**config.mk**
```make
export PLATFORM = sky130hd
export DESIGN_NAME = lgs_life_rule
export DESIGN_NICKNAME = d
export VERILOG_FILES = /design/src/hw/rtl/lgs_pkg.sv /design/src/hw/rtl/lgs_life_rule.sv
export SDC_FILE = /design/constraint.sdc
export NUM_CORES = 1
export LEC_CHECK = 0
export BUFFER_PORTS_ARGS = -buffer_cell sky130_fd_sc_hd__buf_2
export CAP_MARGIN = 20
export CORE_ASPECT_RATIO = 1.5
export CORE_MARGIN = 2
export CORE_UTILIZATION = 58
export DETAILED_ROUTE_END_ITERATION = 6
export PLACE_DENSITY_LB_ADDON = 0.08
export SLEW_MARGIN = 20
export SYNTH_ARGS = -nofsm -noshare
export SYNTH_HDL_FRONTEND = slang
export SYNTH_SLANG_ARGS = --single-unit
```
**constraint.sdc**
```tcl
create_clock -name vclk -period 3.5
set_clock_uncertainty 0.15 [all_clocks]
set_input_delay 0.175 -clock vclk [all_inputs]
set_output_delay 0.175 -clock vclk [all_outputs]
set_load 0.05 [all_outputs]
```
**src/hw/rtl/lgs_pkg.sv**
```systemverilog
// Shared types and constants for the life grid generation step block.
// No dependencies; imported by every module of the block.

package lgs_pkg;

    localparam int ACT_W   = 2;
    localparam int FIELD_W = 6;
    localparam int NBR_W   = 4;

    typedef logic [ACT_W-1:0] t_action;

    localparam t_action ACT_WRITE = 2'd0;
    localparam t_action ACT_READ  = 2'd1;
    localparam t_action ACT_STEP  = 2'd2;

    // neighbor counts of the life rule
    localparam logic [NBR_W-1:0] BIRTH_COUNT = 4'd3;
    localparam logic [NBR_W-1:0] KEEP_COUNT  = 4'd2;

    typedef enum logic [1:0] {
        ST_IDLE,
        ST_SEEK,
        ST_GEN
    } t_state;

    typedef struct packed {
        logic shift;
        logic wr_en;
    } t_cell_ctrl;

endpackage

```
**src/hw/rtl/lgs_life_rule.sv**
```systemverilog
// Next-generation value of one row from the three old rows around it.
// Depends on lgs_pkg.

module lgs_life_rule import lgs_pkg::*; #(
    parameter int GRID = 64
) (
    input  logic [GRID-1:0] i_up,
    input  logic [GRID-1:0] i_mid,
    input  logic [GRID-1:0] i_dn,
    output logic [GRID-1:0] o_row
);

    for (genvar c = 0; c < GRID; c++) begin : g_col
        localparam int CL = (c + GRID - 1) % GRID;
        localparam int CR = (c + 1) % GRID;

        logic [NBR_W-1:0] count;

        assign count = NBR_W'(i_up[CL]) + NBR_W'(i_up[c])  + NBR_W'(i_up[CR])
                     + NBR_W'(i_mid[CL])                   + NBR_W'(i_mid[CR])
                     + NBR_W'(i_dn[CL]) + NBR_W'(i_dn[c])  + NBR_W'(i_dn[CR]);

        assign o_row[c] = (count == BIRTH_COUNT) || ((count == KEEP_COUNT) && i_mid[c]);
    end

endmodule

```
==> flow_summary_export.csv <==
group,metric,value,unit
run,maxCapViolations,0,
grt,overflow,0,
synth,ys_types,8,
grt,grt_pass1_vias,9248,
final_layout,drive_gt1_share,22.76,%
worst_setup_path,cpMostUsedCell,"fa_1",
die,fp.coreArea,18470,um^2
grt,grt_usage,22.45,%
final_layout,nFlopsAndLatches,0,
power_and_ir_drop,power_density,380.9,nW/um^2
sta,setup_viol,0,
synth,syn_inst,1215,
die,die_w,115.9,um
die,initial_utilization,58.94,%
hold_path,hp-class,"primary input to output pin",
final_layout,seq_area,0,um^2
final_layout,nNetsFinal,2114,
power_and_ir_drop,peakVddDrop,0.2879,mV
synth,yosysWarningCount,0,
detailed_routing,wl_per_cell,12.48,um
sta,fin_crit_sh,98.39,%
power_and_ir_drop,leakage,7.331,nW
die,die_y,171.8,um
die,ios,256,
placement,place_congestion,0.8474,
detailed_routing,viasPerCell,4.888,
run_status,status,"completed",
worst_setup_path,slowest_delay,0.58,ns
grt,grt_pass1_wl,37.18,mm
worst_setup_path,end_kind,"output pin",
grt,use_met1,24.62,%
placement,port_buffers,256,
worst_setup_path,cp_max_fo,3,
synth,seq_area_frac_synth,0,%
final_layout,area_growth,18.81,%
sta,period_needed,3.444,ns
worst_setup_path,cp.required,3.17,ns
worst_setup_path,cp-start-kind,"primary input",
grt,grtUsageMet3,3.347,%
detailed_routing,drtAntennaViolNets,0,
power_and_ir_drop,power,4.927,mW
final_layout,mostFrequentLayoutCells,"inv_1 (439), fa_1 (252), buf_2 (204), ha_1 (191)",
clock_tree,cts_hold_buf,0,
synth,avgSynthCellArea,8.960,um^2
detailed_routing,route.detailed.drc,0,
final_layout,final_common_cell,"inv_1",
final_layout,fin_cells,1724,
grt,antenna_found_initial,2,
sta,fmax,0.2904,GHz
sta,worst_pin_slew,0.2753,ns
worst_setup_path,cp_slowest_cell,"fa_1",
grt,use_met2,45.18,%
die,dieArea,19910,um^2
detailed_routing,vias,8427,
placement,dp_hpwl,21.14,mm
synth,syn_area,10890,um^2
grt,grt-busiest-layer,"met2",
detailed_routing,drt_pass1_iterations,6,
sta,rsz0062_at_grt,"true",
sta,hold_viol,0,
sta,relSlewSlack,81.77,%
grt,grt_max_degree,4,
detailed_routing,routed_wirelength,21.52,mm
detailed_routing,drtIter0Drc,146,
worst_setup_path,path_cells,"buf_2 -> inv_2 -> fa_1 -> fa_1 -> fa_1 -> inv_2 -> ha_4 -> fa_2 -> or2_1 -> a21oi_2 -> buf_6",
worst_setup_path,path_class,"primary input to output pin",
final_layout,clock_buffers,0,
final_layout,diodes,0,
final_layout,postLayoutCoreUtil,70.03,%
die,rows,61,
sta,slew_violations,0,
placement,dpl.cell_count,1725,
worst_setup_path,arrival,3.12,ns
synth,syn-num-nets,1855,
## cell families after synthesis
group / count (synthesis) / share of synthesized area [%]
compound gates: 192 / 8.827
fa+ha+maj: 448 / 69.14
buf+inv: 447 / 15.41
simple gates: 128 / 6.620
## path summary, 6_finish.rpt
kind	startpoint	to	slack (ns)	cells after the start
max	i_up[1]	o_row[2]	0.06	11
min	i_mid[2]	o_row[2]	0.62	4
## routing by layer
metal | share of wire (%) | wire length [um]
met3 | 5.7 | 1237
met1 | 36 | 7735
met5 | 0.14 | 30
met4 | 2.2 | 469
met2 | 56 | 12040
## synthesized netlist by cell type
master	count	share of area, %
nand3_1	64	2.9
o21ai_0	64	2.9
or2_1	49	2.8
inv_1	447	15
or2_0	15	0.86
ha_1	192	22
fa_1	256	47
a21oi_1	128	5.9
## cell type report
type               instances  area (um^2)
inverters                447         1680
repair buffers           257         1464
multi-input cells        768         9475
fillers                 1589         5535
well taps                252        315.3
## power by group
group | total (mW) | switching, mW | internal (mW)
Combinational | 4.93 | 3.07 | 1.86
Clock | 0 | 0 | 0
Sequential | 0 | 0 | 0
## worst max-delay path, delay by kind of cell
kind            cells  cell delay [ns]
buf+inv             4             0.38
simple gates        1             0.24
fa+ha+maj           5             2.14
compound gates      1             0.19
## metrics by stage
stage / setup TNS (ns) / hold WS, ns / worst slack [ns] / area [um^2]
CTS: 0 / 0.6749 / 0.003028 / 12740
global route: -0.07939 / 0.6472 / -0.03648 / 12930
detailed placement: 0 / 0.7150 / 0.004808 / 12740
global placement: 0 / 0.7180 / 0.06146 / 12740
finish: 0 / 0.6189 / 0.05618 / 12930
floorplan: 0 / 0.4874 / 0.1316 / 11130
## timing repair
action                                  4_1_cts  5_1_grt
endpoints found under the setup margin        1       52
gates resized for setup                       1      109
pin swaps                                     0       10
buffers inserted                              0        0
Note: power is estimated with default switching activity, not from simulation.
