### src/hw/rtl/lgs_pkg.sv
// Shared types and constants for the life grid generation step block.
// No dependencies; imported by every module of the block.

package lgs_pkg;

    localparam int ACT_W   = 2;
    localparam int FIELD_W = 6;
    localparam int NBR_W   = 4;

    typedef logic [ACT_W-1:0] t_action;

    localparam t_action ACT_WRITE = 2'd0;
    localparam t_action ACT_READ  = 2'd1;
    localparam t_action ACT_STEP  = 2'd2;

    // neighbor counts of the life rule
    localparam logic [NBR_W-1:0] BIRTH_COUNT = 4'd3;
    localparam logic [NBR_W-1:0] KEEP_COUNT  = 4'd2;

    typedef enum logic [1:0] {
        ST_IDLE,
        ST_SEEK,
        ST_GEN
    } t_state;

    typedef struct packed {
        logic shift;
        logic wr_en;
    } t_cell_ctrl;

endpackage

### src/hw/rtl/lgs_row_cell.sv
// One row of the grid: a link in the rotating ring of rows.
// Depends on lgs_pkg.

module lgs_row_cell import lgs_pkg::*; #(
    parameter int GRID = 64
) (
    input  logic                     i_clk,
    input  logic                     i_rst_n,
    input  t_cell_ctrl               i_ctrl,
    input  logic [GRID-1:0]          i_row,
    input  logic [$clog2(GRID)-1:0]  i_wr_col,
    input  logic                     i_wr_bit,
    output logic [GRID-1:0]          o_row
);

    logic [GRID-1:0] r_row;

    always_ff @(posedge i_clk) begin
        if (!i_rst_n) begin
            r_row <= '0;
        end else if (i_ctrl.shift) begin
            r_row <= i_row;
        end else if (i_ctrl.wr_en) begin
            r_row[i_wr_col] <= i_wr_bit;
        end
    end

    assign o_row = r_row;

endmodule

### config.mk
export PLATFORM = sky130hd
export DESIGN_NAME = lgs_row_cell
export DESIGN_NICKNAME = d
export VERILOG_FILES = /design/src/hw/rtl/lgs_pkg.sv /design/src/hw/rtl/lgs_row_cell.sv
export SDC_FILE = /design/constraint.sdc
export NUM_CORES = 1
export LEC_CHECK = 0
export BUFFER_PORTS_ARGS = -buffer_cell sky130_fd_sc_hd__buf_2
export CELL_PAD_IN_SITES_DETAIL_PLACEMENT = 1
export CELL_PAD_IN_SITES_GLOBAL_PLACEMENT = 2
export CORE_MARGIN = 4
export CORE_UTILIZATION = 29
export CTS_CLUSTER_SIZE = 25
export DETAILED_ROUTE_END_ITERATION = 10
export PLACE_DENSITY = 0.95
export REMOVE_ABC_BUFFERS = 1
export SLEW_MARGIN = 40
export SYNTH_ARGS = -nofsm -noshare
export SYNTH_HDL_FRONTEND = slang
export SYNTH_SLANG_ARGS = --single-unit
### constraint.sdc
create_clock -name i_clk -period 3.5 [get_ports i_clk]
set_input_delay 0 -clock i_clk [delete_from_list [all_inputs] [get_ports i_clk]]
set_output_delay 0 -clock i_clk [all_outputs]
set_load 0.05 [all_outputs]
==> impl_metrics.yaml <==
final_layout:
  fin_nets: 642
  largest_reg_flops: 64
  antenna_cells: 0
  final_common_cell: "buf_2"
  nFillCells: 1359
  syn_to_final_growth_pct: 51.3
  stdcell_area_um2: 5090
  final_cell_mix: "buf_2 (138), o21ai_0 (104), dlygate4sd3_1 (64), dfxtp_1 (64), o221a_2 (29)"
  final_util: 0.447
  layout-drive-gt1-share: 0.345
die:
  die_x_um: 116
  initial_core_util: 0.296
  dieHeight_um: 116
  row_count: 39
  dieArea_um2: 13400
  coreArea_um2: 11400
  io_pins: 139
clock_network:
  numCtsBuffers: 9
  cts_sinks: 64
  clockBufferDepth: 2
  cts.repair.resized: 0
  tritoncts: "yes"
  clk_pin_slew_ps: 50
  cts-htree-levels: 3
  postCtsSetupBuffers: 0
  root_buffer: "clkbuf_16"
  clock_latency_ps: 330
timing:
  grt_setup_unrepaired: "no"
  fin_skew_ps: 0
  hold_viol_final: 0
  finalCritPeriodShare: 0.423
  fmax_mhz: 675
  setup_ws_ps: 2020
  worst_pin_slew_ps: 741
  slew_headroom: 0.505
  slew_violations: 0
  setup_tns_ps: 0
  fin_crit_ps: 1480
  setup_viol: 0
synthesis:
  synth_top_area_frac: 0.381
  postSynthCellCount: 393
  avgSynthCellArea_um2: 8.55
  ys_seq_elements: 64
  synth_top_area_cell: "dfxtp_1"
  yosysUniqueCellTypes: 40
  yosys_warnings: 0
  syn_area_um2: 3360
  seq_area_frac_synth: 0.381
  synth_area_leaders: "dfxtp_1 (38%), o21ai_0 (15%), o221a_2 (9.7%), clkbuf_1 (4.6%), o211a_1 (3.3%)"
placement:
  dp_slack_ps: 1630
  placed_cell_area_um2: 4100
  gp_congestion: 0.779
  hpwl_um: 9380
  portBuffers: 138
routing:
  drt_first_pass_iters: 5
  drc: 0
  drtIter0Drc: 411
  vias: 4001
  routed_wl_um: 14200
  viasPerCell: 5.60
  wire_per_inst_um: 19.9
  final_antenna_net_count: 0
run_status:
  outcome: "finished clean"
global_route:
  first_global_vias: 4193
  grt.overflow.total: 0
  grt_max_degree: 49
  grt_use_total: 0.212
  antenna_found_initial: 0
  grt_pass1_wl_um: 22300
setup_path:
  cp-end-kind: "register"
  r2r-start: "o_row[46]"
  r2r-end: "o_row[46]"
  worstSetupPathType: "input port to register"
  worst-path-stages: 5
  cp_max_fo: 46
  reg2reg_depth: 3
  crit_path_end: "o_row[29]"
  worstPathCellList: "buf_2 -> buf_4 -> nand4b_1 -> o21ai_0 -> o221a_2"
  cp-start-kind: "input port"
  cp_top_family: "buffers and inverters"
  arrival_ps: 1750
  ff2ff_setup_slack_ps: 2600
  crit_start: "i_rst_n"
  cp_slowest_stage_delay_ps: 470
  cp_num_buf_inv: 2
  critical_path_required_ps: 3770
  crit_slowest_cell: "buf_4"
pwr:
  worst_ir_drop_vdd_uv: 317
  p_per_area_nw_per_um2: 463
  p_leak_nw: 2.19
run:
  cap_violations: 0
min_path:
  hold_path_class: "input port to register"
-- where the power goes --
part | total (mW) | internal (mW) | switching, mW
sequential | 0.810 | 0.782 | 0.0276
combinational | 0.557 | 0.192 | 0.365
clock | 0.986 | 0.658 | 0.329
-- worst reg2reg max path, cell delays in order (launching register included) --
cell and delay, ps:
dfxtp_1 360, o21ai_0 120, o21a_1 150, a221oi_1 190
-- cell type report --
| type | instances | area, um^2 | area share |
|---|---|---|---|
| Clock buffer | 12 | 256 | 0.0504 |
| Clock inverter | 3 | 65.1 | 0.0128 |
| Inverter | 15 | 56.3 | 0.0111 |
| Multi-Input combinational cell | 268 | 1840 | 0.363 |
| Sequential cell | 64 | 1280 | 0.252 |
| Tap cell | 143 | 179 | 0.0352 |
| Timing Repair Buffer | 209 | 1400 | 0.276 |
-- how the worst min path moves through the flow --
stage	from	to	slack, ps	cells after the start
final	i_wr_bit	o_row[51]	100	3
after global routing	i_wr_bit	o_row[21]	100	3
after CTS	i_wr_bit	o_row[51]	80	3
after detailed placement	i_row[45]	o_row[45]	230	2
after global placement	i_row[37]	o_row[37]	230	2
after floorplan	i_ctrl[1]	o_row[40]	100	1
-- per-layer routing --
metal	part of all wire	GRT usage
met5	0	0
met4	0.015	0.0603
met3	0.062	0.0491
met2	0.50	0.375
met1	0.42	0.258
-- cells in the mapped netlist --
cell type    n
a211oi_1     1
a21oi_1      3
a221oi_1     4
a222oi_1     8
a311oi_1     4
a31o_2       2
a31oi_1      8
and2_0       1
and3_1       3
and4_1       2
and4b_1      3
and4bb_2     3
buf_2        2
buf_4        1
buf_6        2
clkbuf_1    41
clkinv_1     1
dfxtp_1     64
inv_1       14
nand2_1     11
nand2b_1     3
nand3_1     21
nand3b_1     1
nand4_1      5
nand4b_1     7
nand4bb_1    5
nor2_1       6
nor2b_1      3
nor3_1       1
nor4b_1      1
nor4bb_1     2
o211a_1     11
o21a_1       7
o21ai_0    104
o221a_2     29
o31ai_1      2
o41ai_1      1
or3_1        4
or4b_1       1
or4b_4       1
-- what timing repair did --
action	CTS	global route
hold endpoints to repair	64	0
hold buffers	64	0
endpoints found under the setup margin	0	0
-- through the flow --
stage	power [mW]	instances	hold slack, ps
floorplan	1.13	347	104
global placement	1.30	634	232
detailed placement	1.32	634	230
CTS	2.36	713	84.4
global route	2.45	714	103
finish	2.35	714	95.0
-- kinds of logic after synthesis --
family / count (synthesis) / share of synthesized area
flops: 64 / 0.381
buf+inv: 61 / 0.0745
compound gates: 184 / 0.379
simple gates: 84 / 0.165
Note: power is estimated with default switching activity, not from simulation.
